<file path="config.mk">
export PLATFORM = sky130hd
export DESIGN_NAME = in_order_completion_ring_core
export DESIGN_NICKNAME = d
export VERILOG_FILES = /design/src/orcr_pkg.sv /design/src/orcr_ram.sv /design/src/orcr_ctrl.sv /design/src/orcr_dp.sv /design/src/in_order_completion_ring_core.sv
export SDC_FILE = /design/constraint.sdc
export NUM_CORES = 2
export LEC_CHECK = 0
export BUFFER_PORTS_ARGS = -buffer_cell sky130_fd_sc_hd__buf_2
export CAP_MARGIN = 25
export CORE_AREA = 2 2 591 417
export DETAILED_ROUTE_END_ITERATION = 10
export DIE_AREA = 0 0 593 419
export PLACE_DENSITY = 0.57
export SYNTH_ARGS = -nofsm -noshare
export SYNTH_HDL_FRONTEND = slang
export SYNTH_SLANG_ARGS = --single-unit
</file>
<file path="constraint.sdc">
create_clock -name clk -period 13 [get_ports clk]
set_clock_uncertainty 0.15 [all_clocks]
set_input_delay 1.3 -clock clk [delete_from_list [all_inputs] [get_ports clk]]
set_output_delay 1.3 -clock clk [all_outputs]
set_load 0.02 [all_outputs]
</file>
<file path="src/orcr_pkg.sv">
// shared constants and control types for the in-order completion ring
package orcr_pkg;

  localparam int RING_DEPTH = 128;
  localparam int PTR_W      = $clog2(RING_DEPTH);
  localparam int TAG_BITS   = 16;
  localparam int CMD_W      = 2;
  localparam int STS_W      = 2;
  localparam int CNT_W      = 7;

  localparam logic [CMD_W-1:0] CMD_ADD      = 2'd0;
  localparam logic [CMD_W-1:0] CMD_TAKE     = 2'd1;
  localparam logic [CMD_W-1:0] CMD_COMPLETE = 2'd2;
  localparam logic [CMD_W-1:0] CMD_FINISH   = 2'd3;

  localparam logic [STS_W-1:0] ST_OK        = 2'd0;
  localparam logic [STS_W-1:0] ST_FULL      = 2'd1;
  localparam logic [STS_W-1:0] ST_EMPTY     = 2'd2;
  localparam logic [STS_W-1:0] ST_EXHAUSTED = 2'd3;

  typedef struct packed {
    logic ld_in;
    logic exec;
    logic scan_step;
    logic emit;
  } dp_cmd_t;

  typedef struct packed {
    logic [CMD_W-1:0] cmd;
    logic             scan_more;
    logic             out_free;
  } dp_sts_t;

endpackage

</file>
<file path="src/orcr_ram.sv">
// generic single write port, single read port ram with registered read
module orcr_ram #(
  parameter int WIDTH = 16,
  parameter int DEPTH = 128
) (
  input  logic                     clk,
  input  logic                     we,
  input  logic [$clog2(DEPTH)-1:0] waddr,
  input  logic [WIDTH-1:0]         wdata,
  input  logic                     re,
  input  logic [$clog2(DEPTH)-1:0] raddr,
  output logic [WIDTH-1:0]         rdata
);

  logic [WIDTH-1:0] mem [DEPTH];

  always_ff @(posedge clk) begin
    if (we) begin
      mem[waddr] <= wdata;
    end
    if (re) begin
      rdata <= mem[raddr];
    end
  end

endmodule

</file>
<file path="src/orcr_ctrl.sv">
// controller state machine sequencing one command at a time
module orcr_ctrl
  import orcr_pkg::*;
(
  input  logic    clk,
  input  logic    rst_n,
  input  logic    in_valid,
  output logic    in_ready,
  input  dp_sts_t sts,
  output dp_cmd_t dcmd
);

  localparam logic [1:0] S_IDLE = 2'd0;
  localparam logic [1:0] S_EXEC = 2'd1;
  localparam logic [1:0] S_SCAN = 2'd2;
  localparam logic [1:0] S_EMIT = 2'd3;

  logic [1:0] state_r, state_nxt;

  assign in_ready = (state_r == S_IDLE);

  always_comb begin
    state_nxt      = state_r;
    dcmd           = '0;
    case (state_r)
      S_IDLE: begin
        if (in_valid) begin
          dcmd.ld_in = 1'b1;
          state_nxt  = S_EXEC;
        end
      end
      S_EXEC: begin
        dcmd.exec = 1'b1;
        state_nxt = (sts.cmd == CMD_COMPLETE) ? S_SCAN : S_EMIT;
      end
      S_SCAN: begin
        // one done mark per cycle until the run ends
        if (sts.scan_more) begin
          dcmd.scan_step = 1'b1;
        end else begin
          state_nxt = S_EMIT;
        end
      end
      S_EMIT: begin
        if (sts.out_free) begin
          dcmd.emit = 1'b1;
          state_nxt = S_IDLE;
        end
      end
      default: state_nxt = S_IDLE;
    endcase
  end

  always_ff @(posedge clk) begin
    if (!rst_n) begin
      state_r <= S_IDLE;
    end else begin
      state_r <= state_nxt;
    end
  end

endmodule

</file>
<file path="src/orcr_dp.sv">
// datapath: ring pointers, done marks, tag ram and result register
module orcr_dp
  import orcr_pkg::*;
(
  input  logic                clk,
  input  logic                rst_n,
  input  dp_cmd_t             dcmd,
  output dp_sts_t             sts,
  input  logic [CMD_W-1:0]    in_cmd,
  input  logic [TAG_BITS-1:0] in_job_tag,
  input  logic [PTR_W-1:0]    in_slot,
  output logic                out_valid,
  input  logic                out_ready,
  output logic [STS_W-1:0]    out_status,
  output logic [PTR_W-1:0]    out_slot_out,
  output logic [TAG_BITS-1:0] out_tag_out,
  output logic [PTR_W-1:0]    out_retired_first,
  output logic [CNT_W-1:0]    out_retired_count,
  output logic                out_all_retired
);

  logic [CMD_W-1:0]    cmd_q_r;
  logic [TAG_BITS-1:0] tag_q_r;
  logic [PTR_W-1:0]    slot_q_r;

  logic [PTR_W-1:0]      alloc_r, disp_r, ret_r;
  logic                  fin_r;
  logic [RING_DEPTH-1:0] done_r;

  logic [STS_W-1:0] res_status_r;
  logic [PTR_W-1:0] res_slot_r, res_first_r;
  logic [CNT_W-1:0] res_count_r;
  logic             take_ok_r;
  logic             out_valid_r;

  logic                ram_we, ram_re;
  logic [TAG_BITS-1:0] ram_rdata;
  logic [PTR_W-1:0]    alloc_inc, slot_dist, disp_dist;
  logic                is_full, is_empty, in_flight;

  assign alloc_inc = alloc_r + PTR_W'(1);
  assign is_full   = (alloc_inc == ret_r);
  assign is_empty  = (disp_r == alloc_r);
  // forward distances around the ring wrap in pointer width
  assign slot_dist = slot_q_r - ret_r;
  assign disp_dist = disp_r - ret_r;
  assign in_flight = (slot_dist < disp_dist);

  assign ram_we = dcmd.exec && (cmd_q_r == CMD_ADD) && !fin_r && !is_full;
  assign ram_re = dcmd.exec && (cmd_q_r == CMD_TAKE) && !is_empty;

  orcr_ram #(
    .WIDTH(TAG_BITS),
    .DEPTH(RING_DEPTH)
  ) u_tags (
    .clk  (clk),
    .we   (ram_we),
    .waddr(alloc_r),
    .wdata(tag_q_r),
    .re   (ram_re),
    .raddr(disp_r),
    .rdata(ram_rdata)
  );

  assign sts.cmd       = cmd_q_r;
  assign sts.scan_more = (ret_r != disp_r) && done_r[ret_r];
  assign sts.out_free  = !out_valid_r || out_ready;

  always_ff @(posedge clk) begin
    if (dcmd.ld_in) begin
      cmd_q_r  <= in_cmd;
      tag_q_r  <= in_job_tag;
      slot_q_r <= in_slot;
    end
  end

  always_ff @(posedge clk) begin
    if (!rst_n) begin
      alloc_r <= '0;
      disp_r  <= '0;
      ret_r   <= '0;
      fin_r   <= 1'b0;
      done_r  <= '0;
    end else begin
      if (dcmd.exec) begin
        case (cmd_q_r)
          CMD_ADD: begin
            if (ram_we) begin
              done_r[alloc_r] <= 1'b0;
              alloc_r         <= alloc_inc;
            end
          end
          CMD_TAKE: begin
            if (ram_re) begin
              disp_r <= disp_r + PTR_W'(1);
            end
          end
          CMD_COMPLETE: begin
            if (in_flight) begin
              done_r[slot_q_r] <= 1'b1;
            end
          end
          CMD_FINISH: fin_r <= 1'b1;
          default: ;
        endcase
      end
      if (dcmd.scan_step) begin
        ret_r <= ret_r + PTR_W'(1);
      end
    end
  end

  always_ff @(posedge clk) begin
    if (dcmd.exec) begin
      res_slot_r  <= '0;
      res_first_r <= ret_r;
      res_count_r <= '0;
      take_ok_r   <= 1'b0;
      case (cmd_q_r)
        CMD_ADD: begin
          if (fin_r) begin
            res_status_r <= ST_EXHAUSTED;
          end else if (is_full) begin
            res_status_r <= ST_FULL;
          end else begin
            res_status_r <= ST_OK;
            res_slot_r   <= alloc_r;
          end
        end
        CMD_TAKE: begin
          if (is_empty) begin
            res_status_r <= fin_r ? ST_EXHAUSTED : ST_EMPTY;
          end else begin
            res_status_r <= ST_OK;
            res_slot_r   <= disp_r;
            take_ok_r    <= 1'b1;
          end
        end
        default: res_status_r <= ST_OK;
      endcase
    end else if (dcmd.scan_step) begin
      res_count_r <= res_count_r + CNT_W'(1);
    end
  end

  // result register parts the output handshake from the sequencer
  always_ff @(posedge clk) begin
    if (!rst_n) begin
      out_valid_r <= 1'b0;
    end else if (dcmd.emit) begin
      out_valid_r <= 1'b1;
    end else if (out_ready) begin
      out_valid_r <= 1'b0;
    end
  end

  always_ff @(posedge clk) begin
    if (dcmd.emit) begin
      out_status        <= res_status_r;
      out_slot_out      <= res_slot_r;
      out_tag_out       <= take_ok_r ? ram_rdata : '0;
      out_retired_first <= (res_count_r != '0) ? res_first_r : '0;
      out_retired_count <= res_count_r;
      out_all_retired   <= fin_r && (ret_r == alloc_r);
    end
  end

  assign out_valid = out_valid_r;

  a_disp_within_alloc: assert property (@(posedge clk) disable iff (!rst_n)
    (disp_r - ret_r) <= (alloc_r - ret_r))
    else $error("dispatch pointer ran past alloc pointer");

  a_scan_stays_behind: assert property (@(posedge clk) disable iff (!rst_n)
    dcmd.scan_step |-> (ret_r != disp_r) && done_r[ret_r])
    else $error("retire scan stepped past dispatch or an open slot");

  a_finish_sticky: assert property (@(posedge clk) disable iff (!rst_n)
    fin_r |=> fin_r)
    else $error("finished mark cleared without reset");

  a_full_only_on_add: assert property (@(posedge clk) disable iff (!rst_n)
    dcmd.emit && (res_status_r == ST_FULL) |-> (cmd_q_r == CMD_ADD))
    else $error("full status for a command other than add");

  a_one_action: assert property (@(posedge clk) disable iff (!rst_n)
    $onehot0({dcmd.ld_in, dcmd.exec, dcmd.scan_step, dcmd.emit}))
    else $error("more than one sequencer action in a cycle");

endmodule

</file>
<file path="src/in_order_completion_ring_core.sv">
// top level of the in-order completion ring
//
// input channel in_valid/in_ready carries one command (in_cmd: add, take,
// complete, finish) with in_job_tag and in_slot; each command gives exactly
// one result on out_valid/out_ready with status, slot, tag, retired run
// and the all-retired flag.
// one command is worked on at a time. after the input transfer the block
// executes the command, then for complete scans the done marks, retiring
// the run of done slots one slot a cycle, then loads the result register
// once it is free. a take reads its tag from the tag ram, whose read data
// is registered. the result register lets the next command be accepted
// while the last result waits; if the receiver stalls, the following
// result waits in the datapath, the sequencer stays in its emit state and
// in_ready stays low until the register frees up.
// reset (rst_n low, synchronous) empties the ring: pointers zero, done
// marks cleared, finished clear, no result pending. no clearing pass.
module in_order_completion_ring_core
  import orcr_pkg::*;
(
  input  logic                clk,
  input  logic                rst_n,
  input  logic                in_valid,
  output logic                in_ready,
  input  logic [CMD_W-1:0]    in_cmd,
  input  logic [TAG_BITS-1:0] in_job_tag,
  input  logic [PTR_W-1:0]    in_slot,
  output logic                out_valid,
  input  logic                out_ready,
  output logic [STS_W-1:0]    out_status,
  output logic [PTR_W-1:0]    out_slot_out,
  output logic [TAG_BITS-1:0] out_tag_out,
  output logic [PTR_W-1:0]    out_retired_first,
  output logic [CNT_W-1:0]    out_retired_count,
  output logic                out_all_retired
);

  dp_cmd_t dcmd;
  dp_sts_t sts;

  orcr_ctrl u_ctrl (
    .clk     (clk),
    .rst_n   (rst_n),
    .in_valid(in_valid),
    .in_ready(in_ready),
    .sts     (sts),
    .dcmd    (dcmd)
  );

  orcr_dp u_dp (
    .clk              (clk),
    .rst_n            (rst_n),
    .dcmd             (dcmd),
    .sts              (sts),
    .in_cmd           (in_cmd),
    .in_job_tag       (in_job_tag),
    .in_slot          (in_slot),
    .out_valid        (out_valid),
    .out_ready        (out_ready),
    .out_status       (out_status),
    .out_slot_out     (out_slot_out),
    .out_tag_out      (out_tag_out),
    .out_retired_first(out_retired_first),
    .out_retired_count(out_retired_count),
    .out_all_retired  (out_all_retired)
  );

endmodule

</file>
==> results summary <==
The run finished with clean final reports. For the worst-skew pair, the clock arrives at the later sink with an insertion delay of just under 900 ps. The register clock-pin slew on the reported worst setup and hold paths came out at 70 ps. The total setup violations reported at the end of the flow is 0. The detail route stage leaves a number of antenna-violating nets equal to 0. The clock period minus final worst setup slack is around 5400 ps. In this run, flip-flops and latches consume 54.4% of the power. The final max-slew violation count is 0.

The combinational share of power came out at 5.7%. The routed layout has 43899 vias. The power per standard cell area came out at 155 nW/um2. The number of nets at the end of the flow came out at approximately 4300.

The transition time of the tightest slew-check pin is about 1200 ps. The core footprint came out at around 240000 um2. The number of antenna violations at the first check in global routing was 29. The non-filler instance count after layout is just under 8000. The design internal power is roughly 12 mW.

The number of H-tree branching levels is 4. STA classifies the critical path endpoint as a flop. The leakage power figure came out at about 30 nW. The setup TNS came out at 0 ps. The clock passes through at most 4 buffers. The post-synthesis async set-or-reset flop share is 0%. The clock net sink count came out at about 2300.

The per-cell routed wire length is approximately 32 um. The maximum achievable frequency came out at between 150 and 200 MHz. The path class of the tightest hold or removal check is flop to flop. The effective utilization at floorplan is roughly 37%. The count of hold buffers inserted by post-cts repair came out at 0. The count of instances resized after the clock tree is built is 0. The register-to-register path setup slack came out at about 7600 ps. The number of buffer cells added on primary ports came out at 70.

The CTS tree is yes. Buffers inserted during clock tree synthesis total between 200 and 250. After synthesis, the largest family of logic cells by area is multiplexers. The number of iterations in the first detailed-routing pass came out at 8. For this block, the initial DRC count from the detailed router was between 5000 and 6000.

The overall die height came out at around 420 um. The post-detailed-placement half-perimeter wirelength came out at about 140 mm. The Yosys step of the flow raised 0 warnings. The via count of the first global-routing pass was around 43000. The die covers between 200000 and 250000 um2.

The post-synthesis simple-gate area fraction is 2.24%. The final hold violation count came out at 0. The cell count after synthesis came out at about 4000. The fraction of the cycle the final worst path needs is between 40% and 50%. The average cell area after synthesis is 22.2 um2. The max-capacitance violation count is 0. The largest net degree at the start of global routing came out at around 140. The number of ports placed on the die boundary is just over 70. The share of synthesized cell area in full adder, half adder and majority cells is less than 1%. The most used flip-flop cell after synthesis is edfxtp_1. The arrival time of the worst setup path is roughly 5900 ps. The share of cells above drive strength 1 is a little under a third. The final weighted congestion in routability-driven placement came out at 0.846. The die extent in x is 593 um. The peak supply drop is approximately 100 uV. The number of placement rows came out at about 150. Setup repair after global routing left no endpoint under its margin. The total wirelength of the detailed-routed design is 247 mm. The switching fraction of total power is a little under a quarter. In the routed design, unresolved DRC markers number 0. The portion of the post-synthesis area used by sequential elements came out at ~76%. The number of inserted filler cells in the final layout is about 21000.

The synthesized netlist devotes ~1.6% of its cell area to compound gates. The combined area of all synthesized cells came out at just under 90000 um2. The critical path required time came out at 13470 ps. The first-pass GRT wire length came out at roughly 350 mm. The all-layer global routing usage came out at 19.9%. The worst setup path category is flop to flop. The average vias per placed instance is approximately 5.7.

The multiplexer share of the synthesized area is between 15 and 20%. For this design the total switching power over the nets is roughly 3.6 mW. The flip-flop and latch count after synthesis is about 2300. From synthesis to final layout, the design area changed by 13.9%. The xor/xnor cell area share of the yosys netlist is less than 1%. The net count of the mapped netlist came out at 4088.

The count of flip-flops with a built-in enable after synthesis is approximately 2100. The number of different library cells used by synthesis comes to 60. The worst setup path is launched from a flop.

Measured against its own limit, the worst slew margin works out to approximately 22%. The post-CTS setup buffer count came out at 0. The number of cells after detailed placement came out at ~7300. The clock tree root buffer cell is clkbuf_16. The clock power share is 39.9%.

The global route total overflow is 0. The maximum fanout encountered on the critical timing path came out at 38.
layout make-up:
type / instances / area [um2] / share of cell area [%]
clock buffers: 258 / 5740 / 5.65
flip-flops and latches: 2306 / 67700 / 66.6
multi-input cells: 1477 / 21000 / 20.7
clock inverters: 138 / 1190 / 1.18
diodes: 11 / 27.5 / 0.0271
well taps: 3234 / 4050 / 3.98
inverters: 25 / 93.8 / 0.0923
repair buffers: 241 / 1900 / 1.87
power by group through the flow:
stage	combinational [mW]	sequential, mW	clock [mW]
floorplan	0.257	8.95	0
global placement	0.856	8.74	0
detailed placement	0.897	8.74	0
CTS	0.896	8.58	6.40
global route	0.965	8.59	6.69
finish	0.896	8.58	6.30
cells in the final DEF, fill, tap and decap left out, types with 50 or more instances in the layout:
master / count
nor2_1: 59
o22ai_1: 131
clkinv_2: 50
dfxtp_1: 152
nor2_2: 61
buf_2: 69
clkbuf_16: 224
nand2_1: 184
mux4_2: 701
buf_4: 157
edfxtp_1: 2146
final timing paths:
kind	startpoint	to	cells after the start
worst max-delay path	u_dp.disp_r[0]	u_dp.u_tags.rdata[5]	7
worst min-delay path	u_dp.res_slot_r[5]	u_dp.out_slot_out[5]	0
worst max register to register	u_dp.disp_r[0]	u_dp.u_tags.rdata[5]	7
worst min register to register	u_dp.res_slot_r[5]	u_dp.out_slot_out[5]	0
state kept, by name (all words and copies together), names as in the netlist, 16 cells and up:
signal / flops
u_dp.tag_q_r: 16
u_dp.out_tag_out: 16
u_dp.done_r: 128
u_dp.u_tags.rdata: 16
u_dp.u_tags.mem: 2048
cells by family after synthesis:
kind of cell	Yosys count
buf+inv	247
fa+ha+maj	29
xor+xnor	47
flops	2306
mux	740
simple gates	455
compound gates	206
Yosys cell counts (all sizes together), types with 11 or more instances:
master | number | area share (%)
edfxtp | 2146 | 72
mux4 | 701 | 18
nand2 | 184 | 0.77
nor2 | 164 | 0.69
dfxtp | 160 | 3.6
o22ai | 131 | 0.92
buf | 120 | 0.78
clkbuf | 102 | 0.43
ha | 27 | 0.38
and2 | 26 | 0.18
xor2 | 26 | 0.26
inv | 24 | 0.10
nand3 | 22 | 0.13
xnor2 | 21 | 0.21
mux2 | 20 | 0.25
mux2i | 19 | 0.21
a21oi | 17 | 0.095
o211ai | 11 | 0.22
critical path, cell delays in order (launching register included):
cell     delay [ps]
dfxtp_4         750
buf_4           740
buf_4           760
buf_4           670
mux4_2          590
mux4_2          600
mux4_2          480
mux2_2          260
metal layers:
layer | vias up | wire (um) | global-route usage (%)
met3 | 330 | 26200 | 5.78
li1 | 17500 | - | -
met4 | 24 | 4710 | 4.06
met2 | 2156 | 106000 | 27.9
met5 | - | 160 | 0
met1 | 23889 | 111000 | 30.7
metrics by stage:
step	hold WS, ps	total power [mW]	util (%)	cell area (um2)	setup WS, ps
after floorplan	250	9.21	-	89300	8810
after global placement	260	9.60	38.8	94400	7230
after detailed placement	258	9.64	38.8	94500	7180
after CTS	273	15.9	41.7	101000	7180
after global routing	289	16.2	41.8	102000	7150
final	271	15.8	41.8	102000	7550
Note: power is estimated with default switching activity, not from simulation.
